--- src/hw/rtl/tcis_pkg.sv ---
`default_nettype none

package tcis_pkg;

	localparam int unsigned NumRegs         = 11;
	localparam int unsigned RamDepthDefault = 64;
	localparam int unsigned PtrSpan         = 256;

	localparam logic [3:0] RegIo   = 4'd1;
	localparam logic [3:0] RegMem  = 4'd7;
	localparam logic [3:0] RegRp   = 4'd8;
	localparam logic [3:0] RegIp   = 4'd9;
	localparam logic [3:0] RegFlag = 4'd10;

	localparam logic [7:0] FlagSet = 8'd128;

	typedef enum logic [4:0] {
		OP_ADD   = 5'd1,
		OP_SUB   = 5'd2,
		OP_MUL   = 5'd3,
		OP_OR    = 5'd4,
		OP_NOR   = 5'd5,
		OP_AND   = 5'd6,
		OP_NAND  = 5'd7,
		OP_XOR   = 5'd8,
		OP_XNOR  = 5'd9,
		OP_NOT   = 5'd10,
		OP_SHL   = 5'd11,
		OP_SHR   = 5'd12,
		OP_INC   = 5'd13,
		OP_GT    = 5'd14,
		OP_LT    = 5'd15,
		OP_EQ    = 5'd17,
		OP_GE    = 5'd18,
		OP_LE    = 5'd19,
		OP_NE    = 5'd20,
		OP_DEC   = 5'd21,
		OP_COPY  = 5'd22,
		OP_LDI   = 5'd23,
		OP_JMP   = 5'd24,
		OP_JMPI  = 5'd25,
		OP_POP   = 5'd26,
		OP_PUSH  = 5'd27,
		OP_PUSHI = 5'd28,
		OP_HALT  = 5'd29
	} op_e;

	typedef logic [NumRegs-1:0][7:0] regs_t;

	typedef struct packed {
		logic [4:0]  cmd;
		logic [10:0] operand_bits;
	} in_t;

	typedef struct packed {
		logic [7:0] next_ip;
		logic       io_valid;
		logic [7:0] io_data;
		logic       halted;
	} out_t;

	typedef struct packed {
		regs_t      regs;
		logic       ram_we;
		logic [7:0] ram_wptr;
		logic [7:0] ram_wdata;
		logic       reload;
		logic [7:0] reload_ptr;
		out_t       res;
	} exec_t;

	// Indices past the flag register read as zero.
	function automatic logic [7:0] reg_read(regs_t r, logic [3:0] idx);
		logic [7:0] v;
		v = 8'd0;
		if (idx <= RegFlag) begin
			v = r[idx];
		end
		return v;
	endfunction

endpackage

`default_nettype wire

--- src/hw/rtl/tiny_cpu_instruction_step_core.sv ---
// Executes one instruction of a small 8-bit CPU per beat on the instr channel
// and returns one beat on the result channel: the next fetch address, an IO
// write (io_valid with io_data) and a halt mark. Both channels are
// valid/ready; the payloads are tcis_pkg::in_t and tcis_pkg::out_t.
// An accepted instruction sits in an input register, executes there and
// lands in the result register behind result_valid; for most instructions
// nothing else lies between acceptance and result. An instruction that
// moves the stack pointer adds a stack RAM read that refills the memory
// window, and POP adds its own registered read before that (only that one
// when it leaves the pointer where it was). Throughput is one instruction
// per cycle while the result channel takes each beat, except for those,
// which hold the execute register for their extra reads.
// The result register is separate from the execute stage, so a new
// instruction is accepted while a result waits; when result_ready stays low
// the finished instruction holds in the execute stage and instr_ready drops.
// Reset clears all eleven registers and marks every stack RAM entry as zero
// at once; the block accepts instructions in the first cycle after reset.
`default_nettype none

module tiny_cpu_instruction_step_core #(
	parameter int unsigned RAM_DEPTH = tcis_pkg::RamDepthDefault
) (
	input  logic            clk,
	input  logic            arst_n,
	input  logic            instr_valid,
	output logic            instr_ready,
	input  tcis_pkg::in_t   instr,
	output logic            result_valid,
	input  logic            result_ready,
	output tcis_pkg::out_t  result
);

	localparam int unsigned AddrW = $clog2(RAM_DEPTH);

	typedef enum logic [1:0] {
		ST_EXEC,
		ST_POP,
		ST_RELOAD
	} state_t;

	state_t            state_q, state_d;
	tcis_pkg::regs_t   regs_q, regs_d;
	tcis_pkg::in_t     instr_s1;
	logic [7:0]        a_s1, b_s1;
	logic              valid_s1;
	tcis_pkg::out_t    pend_q;
	tcis_pkg::out_t    result_q;
	logic              result_valid_q;
	tcis_pkg::exec_t   ex;
	tcis_pkg::out_t    res_d;

	logic              accept, done, go_commit, start_reload, slot_free, is_pop;
	logic              ram_we, rd_en;
	logic [AddrW-1:0]  ram_waddr, rd_addr;
	logic [7:0]        ram_rdata;
	logic [7:0]        pop_ptr;
	logic [7:0]        a_d, b_d;

	// Stack pointer to RAM slot, the pointer modulo the depth.
	logic [AddrW-1:0]  slot_tab [tcis_pkg::PtrSpan];

	for (genvar g = 0; g < tcis_pkg::PtrSpan; g++) begin : g_slot
		localparam int unsigned Slot = g % RAM_DEPTH;
		assign slot_tab[g] = AddrW'(Slot);
	end

	tcis_exec u_exec (
		.regs         (regs_q),
		.op           (instr_s1.cmd),
		.operand_bits (instr_s1.operand_bits),
		.a            (a_s1),
		.b            (b_s1),
		.pop_data     (ram_rdata),
		.ex           (ex)
	);

	tcis_stack_ram #(
		.DEPTH (RAM_DEPTH),
		.AW    (AddrW)
	) u_ram (
		.clk    (clk),
		.arst_n (arst_n),
		.we     (ram_we),
		.waddr  (ram_waddr),
		.wdata  (ex.ram_wdata),
		.re     (rd_en),
		.raddr  (rd_addr),
		.rdata  (ram_rdata)
	);

	assign slot_free = !result_valid_q || result_ready;
	assign is_pop    = (instr_s1.cmd == tcis_pkg::OP_POP);
	assign pop_ptr   = regs_q[tcis_pkg::RegRp] - 8'd1;
	assign ram_waddr = slot_tab[ex.ram_wptr];

	always_comb begin
		regs_d       = regs_q;
		state_d      = state_q;
		ram_we       = 1'b0;
		rd_en        = 1'b0;
		rd_addr      = slot_tab[ex.reload_ptr];
		done         = 1'b0;
		go_commit    = 1'b0;
		start_reload = 1'b0;
		res_d        = ex.res;

		unique case (state_q)
			ST_EXEC: begin
				if (valid_s1) begin
					if (is_pop) begin
						rd_en   = 1'b1;
						rd_addr = slot_tab[pop_ptr];
						state_d = ST_POP;
					end else begin
						go_commit = 1'b1;
					end
				end
			end
			ST_POP: go_commit = 1'b1;
			ST_RELOAD: begin
				if (slot_free) begin
					regs_d[tcis_pkg::RegMem] = ram_rdata;
					res_d                    = pend_q;
					done                     = 1'b1;
					state_d                  = ST_EXEC;
				end
			end
			default: state_d = ST_EXEC;
		endcase

		// Register writes commit once; the window refill follows in ST_RELOAD.
		if (go_commit) begin
			if (ex.reload) begin
				regs_d       = ex.regs;
				ram_we       = ex.ram_we;
				rd_en        = 1'b1;
				start_reload = 1'b1;
				state_d      = ST_RELOAD;
			end else if (slot_free) begin
				regs_d  = ex.regs;
				ram_we  = ex.ram_we;
				done    = 1'b1;
				state_d = ST_EXEC;
			end
		end
	end

	assign instr_ready = !valid_s1 || done;
	assign accept      = instr_valid && instr_ready;

	// Operands are read from the state that the finishing instruction leaves.
	assign a_d = tcis_pkg::reg_read(regs_d, instr.operand_bits[10:7]);
	assign b_d = tcis_pkg::reg_read(regs_d, {1'b0, instr.operand_bits[6:4]});

	always_ff @(posedge clk or negedge arst_n) begin
		if (!arst_n) begin
			state_q        <= ST_EXEC;
			regs_q         <= '0;
			valid_s1       <= 1'b0;
			instr_s1       <= '0;
			a_s1           <= 8'd0;
			b_s1           <= 8'd0;
			pend_q         <= '0;
			result_valid_q <= 1'b0;
			result_q       <= '0;
		end else begin
			state_q <= state_d;
			regs_q  <= regs_d;
			if (accept) begin
				valid_s1 <= 1'b1;
				instr_s1 <= instr;
				a_s1     <= a_d;
				b_s1     <= b_d;
			end else if (done) begin
				valid_s1 <= 1'b0;
			end
			if (start_reload) begin
				pend_q <= ex.res;
			end
			if (done) begin
				result_valid_q <= 1'b1;
				result_q       <= res_d;
			end else if (result_ready) begin
				result_valid_q <= 1'b0;
			end
		end
	end

	assign result_valid = result_valid_q;
	assign result       = result_q;

endmodule

`default_nettype wire

--- src/hw/rtl/tcis_exec.sv ---
`default_nettype none

module tcis_exec (
	input  tcis_pkg::regs_t regs,
	input  logic [4:0]      op,
	input  logic [10:0]     operand_bits,
	input  logic [7:0]      a,
	input  logic [7:0]      b,
	input  logic [7:0]      pop_data,
	output tcis_pkg::exec_t ex
);

	always_comb begin
		tcis_pkg::regs_t nr;
		logic [3:0] ic;
		logic [7:0] imm;
		logic [7:0] rp0;
		logic [7:0] mem0;
		logic [7:0] io0;
		logic [7:0] ip0;
		logic       wr_en;
		logic [7:0] wr_val;
		logic       cmp;
		logic       flag;
		logic       halt;

		nr     = regs;
		rp0    = regs[tcis_pkg::RegRp];
		mem0   = regs[tcis_pkg::RegMem];
		io0    = regs[tcis_pkg::RegIo];
		ip0    = regs[tcis_pkg::RegIp];
		imm    = operand_bits[10:3];
		ic     = operand_bits[3:0];
		wr_en  = 1'b0;
		wr_val = 8'd0;
		cmp    = 1'b0;
		flag   = 1'b0;
		halt   = 1'b0;
		ex     = '0;

		if (op == tcis_pkg::OP_LDI || op == tcis_pkg::OP_JMPI || op == tcis_pkg::OP_PUSHI) begin
			ic = {1'b0, operand_bits[2:0]};
		end

		unique case (op)
			tcis_pkg::OP_ADD: begin wr_en = 1'b1; wr_val = a + b; end
			tcis_pkg::OP_SUB: begin wr_en = 1'b1; wr_val = a - b; end
			tcis_pkg::OP_MUL: begin
				wr_en  = 1'b1;
				wr_val = {4'd0, a[3:0]} * {4'd0, b[3:0]};
			end
			tcis_pkg::OP_OR:   begin wr_en = 1'b1; wr_val = a | b; end
			tcis_pkg::OP_NOR:  begin wr_en = 1'b1; wr_val = ~(a | b); end
			tcis_pkg::OP_AND:  begin wr_en = 1'b1; wr_val = a & b; end
			tcis_pkg::OP_NAND: begin wr_en = 1'b1; wr_val = ~(a & b); end
			tcis_pkg::OP_XOR:  begin wr_en = 1'b1; wr_val = a ^ b; end
			tcis_pkg::OP_XNOR: begin wr_en = 1'b1; wr_val = ~(a ^ b); end
			tcis_pkg::OP_NOT:  begin wr_en = 1'b1; wr_val = ~a; end
			tcis_pkg::OP_SHL: begin
				wr_en  = 1'b1;
				wr_val = (b >= 8'd8) ? 8'd0 : (a << b[2:0]);
			end
			tcis_pkg::OP_SHR: begin
				wr_en  = 1'b1;
				wr_val = (b >= 8'd8) ? 8'd0 : (a >> b[2:0]);
			end
			tcis_pkg::OP_INC:  begin wr_en = 1'b1; wr_val = a + 8'd1; end
			tcis_pkg::OP_GT:   begin cmp = 1'b1; flag = (a > b); end
			tcis_pkg::OP_LT:   begin cmp = 1'b1; flag = (a < b); end
			tcis_pkg::OP_EQ:   begin cmp = 1'b1; flag = (a == b); end
			tcis_pkg::OP_GE:   begin cmp = 1'b1; flag = (a >= b); end
			tcis_pkg::OP_LE:   begin cmp = 1'b1; flag = (a <= b); end
			tcis_pkg::OP_NE:   begin cmp = 1'b1; flag = (a != b); end
			tcis_pkg::OP_DEC:  begin wr_en = 1'b1; wr_val = a - 8'd1; end
			tcis_pkg::OP_COPY: begin wr_en = 1'b1; wr_val = a; end
			tcis_pkg::OP_LDI:  begin wr_en = 1'b1; wr_val = imm; end
			tcis_pkg::OP_JMP: begin
				if (regs[tcis_pkg::RegFlag] == tcis_pkg::FlagSet) begin
					nr[tcis_pkg::RegIp] = a;
				end
			end
			tcis_pkg::OP_JMPI: begin
				if (regs[tcis_pkg::RegFlag] == tcis_pkg::FlagSet) begin
					nr[tcis_pkg::RegIp] = imm;
				end
			end
			tcis_pkg::OP_POP: begin
				// The pointer moves first, so a pop into RP overrides the decrement.
				nr[tcis_pkg::RegRp] = rp0 - 8'd1;
				wr_en               = 1'b1;
				wr_val              = pop_data;
			end
			tcis_pkg::OP_PUSH: begin
				ex.ram_we           = 1'b1;
				ex.ram_wdata        = a;
				nr[tcis_pkg::RegRp] = rp0 + 8'd1;
			end
			tcis_pkg::OP_PUSHI: begin
				ex.ram_we           = 1'b1;
				ex.ram_wdata        = imm;
				nr[tcis_pkg::RegRp] = rp0 + 8'd1;
			end
			tcis_pkg::OP_HALT: halt = 1'b1;
			default: ;
		endcase

		if (wr_en && ic <= tcis_pkg::RegFlag) begin
			nr[ic] = wr_val;
		end
		if (cmp) begin
			nr[tcis_pkg::RegFlag] = flag ? tcis_pkg::FlagSet : 8'd0;
		end

		// A moved stack pointer reloads the memory window; otherwise a changed
		// window is stored back at the old pointer.
		if (!halt) begin
			if (nr[tcis_pkg::RegRp] != rp0) begin
				ex.reload = 1'b1;
			end else if (nr[tcis_pkg::RegMem] != mem0) begin
				ex.ram_we    = 1'b1;
				ex.ram_wdata = nr[tcis_pkg::RegMem];
			end
			if (nr[tcis_pkg::RegIo] != io0) begin
				ex.res.io_valid     = 1'b1;
				ex.res.io_data      = nr[tcis_pkg::RegIo];
				nr[tcis_pkg::RegIo] = io0;
			end
		end

		if (nr[tcis_pkg::RegIp] == ip0) begin
			nr[tcis_pkg::RegIp] = ip0 + 8'd1;
		end

		ex.regs        = nr;
		ex.ram_wptr    = rp0;
		ex.reload_ptr  = nr[tcis_pkg::RegRp];
		ex.res.next_ip = nr[tcis_pkg::RegIp];
		ex.res.halted  = halt;
	end

endmodule

`default_nettype wire

--- src/hw/rtl/tcis_stack_ram.sv ---
`default_nettype none

module tcis_stack_ram #(
	parameter int unsigned DEPTH = tcis_pkg::RamDepthDefault,
	parameter int unsigned AW    = $clog2(DEPTH)
) (
	input  logic          clk,
	input  logic          arst_n,
	input  logic          we,
	input  logic [AW-1:0] waddr,
	input  logic [7:0]    wdata,
	input  logic          re,
	input  logic [AW-1:0] raddr,
	output logic [7:0]    rdata
);

	logic [7:0]       mem [DEPTH];
	logic [DEPTH-1:0] written_q;
	logic [7:0]       rd_q;
	logic             rd_written_q;

	always_ff @(posedge clk) begin
		if (we) begin
			mem[waddr] <= wdata;
		end
		if (re) begin
			rd_q <= mem[raddr];
		end
	end

	// Entries never written since reset read as zero.
	always_ff @(posedge clk or negedge arst_n) begin
		if (!arst_n) begin
			written_q    <= '0;
			rd_written_q <= 1'b0;
		end else begin
			if (we) begin
				written_q[waddr] <= 1'b1;
			end
			if (re) begin
				rd_written_q <= written_q[raddr];
			end
		end
	end

	assign rdata = rd_written_q ? rd_q : 8'd0;

endmodule

`default_nettype wire

--- config.mk ---
export PLATFORM = sky130hd
export DESIGN_NAME = tiny_cpu_instruction_step_core
export DESIGN_NICKNAME = d
export VERILOG_FILES = /design/src/hw/rtl/tcis_pkg.sv /design/src/hw/rtl/tiny_cpu_instruction_step_core.sv /design/src/hw/rtl/tcis_exec.sv /design/src/hw/rtl/tcis_stack_ram.sv
export SDC_FILE = /design/constraint.sdc
export NUM_CORES = 1
export LEC_CHECK = 0
export BUFFER_PORTS_ARGS = -buffer_cell sky130_fd_sc_hd__clkbuf_2
export CORE_UTILIZATION = 55
export CTS_BUF_LIST = sky130_fd_sc_hd__clkbuf_8
export CTS_CLUSTER_DIAMETER = 120
export DETAILED_ROUTE_END_ITERATION = 12
export GPL_TIMING_DRIVEN = 0
export PLACE_DENSITY = 0.73
export SETUP_SLACK_MARGIN = 0.02
export SLEW_MARGIN = 20
export SYNTH_ARGS = -nofsm -noshare
export SYNTH_HDL_FRONTEND = slang
export SYNTH_HIERARCHICAL = 1
export SYNTH_SLANG_ARGS = --single-unit
--- constraint.sdc ---
create_clock -name clk -period 6.5 [get_ports clk]
set_input_delay 0.325 -clock clk [delete_from_list [all_inputs] [get_ports clk]]
set_output_delay 0.325 -clock clk [all_outputs]
set_load 0.02 [all_outputs]
=== Word-level counts from Yosys, hierarchy flattened ===
Memory sizes are Yosys's and may differ from the RTL's. A register that Yosys moved wholly into a read port is not among the register bits.
Index checks and enable logic that the tools add are counted.

* Flip-flop bits (word level): 225
* Memory bits (writable): 512
* Bits in read-only memories: 4608
* Bits of input ports: 20
* Output and inout bits: 20
* Word-level logic and storage cells: 214
* Memories kept: 4

{| class="wikitable"
|+ Memory list
! memory !! depth !! bits a word !! read ports !! clocked after memory_dff !! write ports !! RTL line !! text
|-
| (name not given) || 256 || 6 || 1 || 0 || 0 || tiny_cpu_instruction_step_core.sv:112 || <nowiki>rd_addr = slot_tab[pop_ptr];</nowiki>
|-
| (name not given) || 256 || 6 || 1 || 0 || 0 || tiny_cpu_instruction_step_core.sv:101 || <nowiki>rd_addr = slot_tab[ex.reload_ptr];</nowiki>
|-
| (name not given) || 256 || 6 || 1 || 0 || 0 || tiny_cpu_instruction_step_core.sv:94 || <nowiki>assign ram_waddr = slot_tab[ex.ram_wptr];</nowiki>
|-
| u_ram.mem || 64 || 8 || 1 || 1 || 1 || tcis_stack_ram.sv:17 || <nowiki>logic [7:0] mem [DEPTH];</nowiki>
|}

* Add/sub/neg operators: 7
* Multiply operators: 1
* Order comparisons: 18
* Equal/unequal tests: 37
* Shift-type cells: 2
* Mux-type cells: 90
* Bitwise gates (word level): 11
* Reductions and logical operators: 16

{| class="wikitable"
|+ Operator list
! cell !! number
|-
| 2-to-1 mux 88 bit || 4
|-
| 2-to-1 mux 8 bit || 19
|-
| case mux 8 bit (17 select lines) || 1
|-
| bitwise mux 88 bit || 1
|-
| equality test 5 bit, second input constant || 13
|-
| OR 64 bit || 1
|-
| 2-to-1 mux 6 bit || 9
|-
| case mux 8 bit (2 select lines) || 3
|-
| equality test 5 x 4 -> 1 bit, second input constant || 8
|-
| 2-to-1 mux 18 bit || 2
|-
| 2-to-1 mux 1 bit || 33
|-
| binary-select mux 8 bit (select 4 bit) || 1
|-
| demux 8 bit (select 4 bit) || 1
|-
| != test 8 bit || 4
|-
| inverter 8 bit || 4
|-
| >= comparator 9 bit, second input constant || 3
|-
| 2-to-1 mux 9 bit || 3
|-
| inverter 8 -> 9 bit || 3
|-
| adder 8 x 1 -> 8 bit, second input constant || 3
|-
| binary-select mux 8 bit (select 3 bit) || 1
|-
| equality test 5 x 3 -> 1 bit, second input constant || 4
|-
| OR reduction 17 bit || 1
|-
| equality test 8 bit || 2
|-
| subtractor 8 x 1 -> 8 bit, second input constant || 2
|-
| other kinds (39) || 56
|}

=== Depth between registers and ports, before layout ===
* Word-level depth: 19
* Depth in mapped cells: 28
* Gate-level depth less buffers: 23

=== Modules after synthesis ===
The synthesis kept the hierarchy.

{| class="wikitable"
|+ Modules (own cells, without submodules)
! module !! times used !! cells an instance !! area an instance (um^2) !! sequential area each (um^2)
|-
| tcis_stack_ram || 1 || 1141 || 22683.0 || 17241.5
|-
| tiny_cpu_instruction_step_core || 1 || 772 || 7956.4 || 4003.8
|-
| tcis_exec || 1 || 873 || 5865.6 || 0.0
|}

=== Worst setup path before layout ===
Ideal clock, no wire load.

* Path type: register -> register
* Start: reg b_s1[2]
* End: mem u_ram.mem[0][5] (data pin)
* Library setup time: 0.518 ns
* Arrival time: 5.884 ns
* Required time: 5.982 ns
* Slack: 0.098 ns
* Stages on the path, launching flop included: 18
* Path buffers: 2
* Clock period less this slack: 6.402 ns
* Cells stage by stage: dfrtp_1 clkbuf_1 clkbuf_1 nand2_1 fa_1 inv_1 fa_1 inv_1 fa_1 xnor2_1 a222oi_1 o211ai_1 nor3_4 xor2_1 a41oi_1 a221oi_2 o211ai_4 o21ai_1

{| class="wikitable"
|+ RTL lines
! item !! RTL line !! text
|-
| start, declared || tiny_cpu_instruction_step_core.sv:44 || <nowiki>logic [7:0] a_s1, b_s1;</nowiki>
|-
| start signal, assigned || tiny_cpu_instruction_step_core.sv:162 || <nowiki>b_s1 <= 8'd0;</nowiki>
|-
| start signal, assigned || tiny_cpu_instruction_step_core.sv:173 || <nowiki>b_s1 <= b_d;</nowiki>
|-
| end, declared || tcis_stack_ram.sv:17 ||
|}

==> out/qor.txt <==
========================================================================================
Maximum number of pins on one net before global-route repair                          86
Kind of start point of the critical path                                        register
RSZ-0062 raised after global routing                                                  no
Total half-perimeter wirelength after legalization and detailed placement       84.32 mm
Number of antenna violations at the first check in global routing                      4
Wire length of the first global-routing pass                                    170.9 mm
Rel. slew slack                                                                   0.3076
Average wire per cell in the routed design                                      29.32 um
Endpoint of the worst-slack reg-to-reg timing path                          u_ram/rd_q[1]
Dpl ws                                                                         -2.603 ns
Peak clock frequency supported by timing                                       154.3 MHz
TritonCTS clock tree                                                                done
CORE AREA                                                                      65750 um2
Final instance count without filler cells                                           3983
Synth warn                                                                             6
Most frequent standard cell in the layout excluding fill and tap cells          edfxtp_1
Result of the run                                                           finished clean
Synth Net Count                                                                     2864
Overall fraction of global-route tracks in use                                    0.3516
Num Clock Sinks                                                                      745
Antenna Violating Nets Remaining                                                       0
Shortest period the worst path allows                                           6.480 ns
Final global-route overflow total                                                      0
Mean area per synthesized cell                                                 13.11 um2
Worst Reg-to-Reg Cells                                                                22
Final hold viol count                                                                  0
Overall die area                                                               67380 um2
Sequential standard cell area                                                  21250 um2
Mapped cell area                                                               36490 um2
Startpoint of the worst-slack reg-to-reg timing path                        instr_s1[13]
Hold WC Path Type                                                           input pin to register
Clk_lat worst skew                                                               0.78 ns
Power density normalized to cell area                                       516.9 nW/um2
Hold path startpoint                                                            instr[6]
Floorplan row count                                                                   94
Leakage                                                                         15.89 nW
Share of layout cells above drive strength 1                                      0.2699
Minimum setup slack among reg-to-reg paths                                       0.02 ns
Area growth from synthesis to layout                                              15.63%
Minimum setup slack in the final design                                       0.01971 ns
Total via count after detailed routing                                             25990
Die extent in x                                                                 259.6 um
Worst-case clock buffer depth                                                          3
Number of max-slew violations in the final report                                      0
Slew of the pin with the lowest slew margin                                     1.036 ns
Crit path required time                                                          7.10 ns
Placer Congestion                                                                 0.9932
DR DRC count                                                                           0
Number of levels the H-tree was split into                                             3
Vias in the first global route                                                     25640
Final WL                                                                        116.8 mm
Iteration-0 DRC Markers                                                             3411
Max-cap check violation count                                                          0
Endpoint arrival time on the critical path                                       7.08 ns
Setup Crit Path Kind                                                        register to register
CTS Root Cell                                                                   clkbuf_8
Initial Utilization                                                               0.5550
Final #Nets                                                                         3093
Endpoint kind of the worst setup timing path                                    register
Area taken by multi-input logic gates                                          14770 um2
Total setup violations reported at the end of the flow                                 0
Number of cells in the design after placement                                       3705
CP max FO                                                                             10
Number of instances in the synthesized netlist                                      2784
Worst-path clk slew                                                              0.07 ns
Cell depth of the worst min-delay path                                                 4
Max rail drop VDD                                                               325.3 uV
Routed vias/inst                                                                   6.524
Fillcell total                                                                      4835
Portion of the clock cycle consumed by the worst path in the final layout         0.9970
I/O Pins                                                                              40
Commonest non-fill, non-tap cells in the layout                             520 x edfxtp_1, 236 x nand2_1, 218 x dfrtp_1
CTS buffer count                                                                     116
Die height                                                                      259.6 um
Worst hold path endpoint                                                         b_s1[5]
Number of detailed-route iterations in the first pass                                  6
Port buffer count                                                                     37
Total power draw                                                                21.81 mW
Clock skew                                                                    0.08000 ns
========================================================================================
[per-stage QoR]
stage | instance area, um2 | hold slack (ns) | TNS (ns) | utilization
floorplan | 36490 | 0.02941 | 0 | -
global placement | 37760 | 0.4478 | -3121.45 | 0.5743
detailed placement | 38350 | 0.4264 | -1754.78 | 0.5833
CTS | 41900 | 0.05724 | 0 | 0.6373
global route | 42190 | 0.1436 | 0 | 0.6417
finish | 42190 | 0.1164 | 0 | 0.6418
[worst max-delay path, cell delays in order, from the launching register on]
cell and delay, ns:
dfrtp_1 0.49, buf_6 0.20, buf_6 0.15, and3b_1 0.27, nand2_1 0.26, nand3_1 0.13
ha_1 0.26, fa_1 0.43, xor2_1 0.17, o2111ai_1 0.32, and3b_1 0.27, buf_2 0.26
clkbuf_2 0.43, o21ai_0 0.37, nand2_1 0.11, o21ai_2 0.22, buf_2 0.38, nor2b_1 0.35
clkbuf_4 0.38, a22oi_1 0.18, a21oi_1 0.35, a21oi_1 0.11, a21oi_1 0.22
[how the worst max path moves through the flow]
stage,slack [ns],to,start,depth (start not counted)
CTS,0.02,a_s1[4],b_s1[2],26
global placement,-3.45,u_ram/mem[52][2],b_s1[2],17
finish,0.02,u_ram/rd_q[1],instr_s1[13],22
detailed placement,-2.60,u_ram/mem[3][2],b_s1[2],22
floorplan,0.1,u_ram/mem[0][5],b_s1[2],17
global route,0.02,b_s1[3],b_s1[0],24
[what timing repair did]
item / CTS / global route
endpoints found under the setup margin: 1266 / 626
setup buffers: 32 / 13
pin swaps: 21 / 17
hold endpoints to repair: 94 / 0
hold buffers: 12 / 0
resized for setup: 207 / 58
[flip-flops by register name, indices dropped and copies added, names as in the netlist]
name	flops
u_ram/rd_written_q	1
regs_q	88
valid_s1	1
u_ram/rd_q	8
result_valid	1
state_q	2
a_s1	8
instr_s1	16
result	18
u_ram/mem	512
u_ram/written_q	64
b_s1	8
pend_q	18
[report_power, final]
group	internal, mW	switching (mW)	total (mW)
combinational	4.27	7.48	11.7
clock	2.02	1.89	3.91
sequential	5.64	0.509	6.15
[final cells by class]
cell class	count	share of cell area
tap	864	0.02562
multi-input combinational	1761	0.3501
antenna	3	0.0001779
timing repair buffer	114	0.02933
buffer	187	0.02669
clock inverter	91	0.01391
sequential	745	0.5037
clock buffer	130	0.04240
inverter	88	0.008006
[per-layer routing]
layer,wire (um),track usage,vias to the layer above
met1,48600,0.5234,13170
met5,0,0,-
met2,50250,0.5022,1592
met3,13090,0.07466,266
met4,4835,0.1472,0
li1,-,-,10960
No activity file was read; power rests on OpenSTA's default activity.
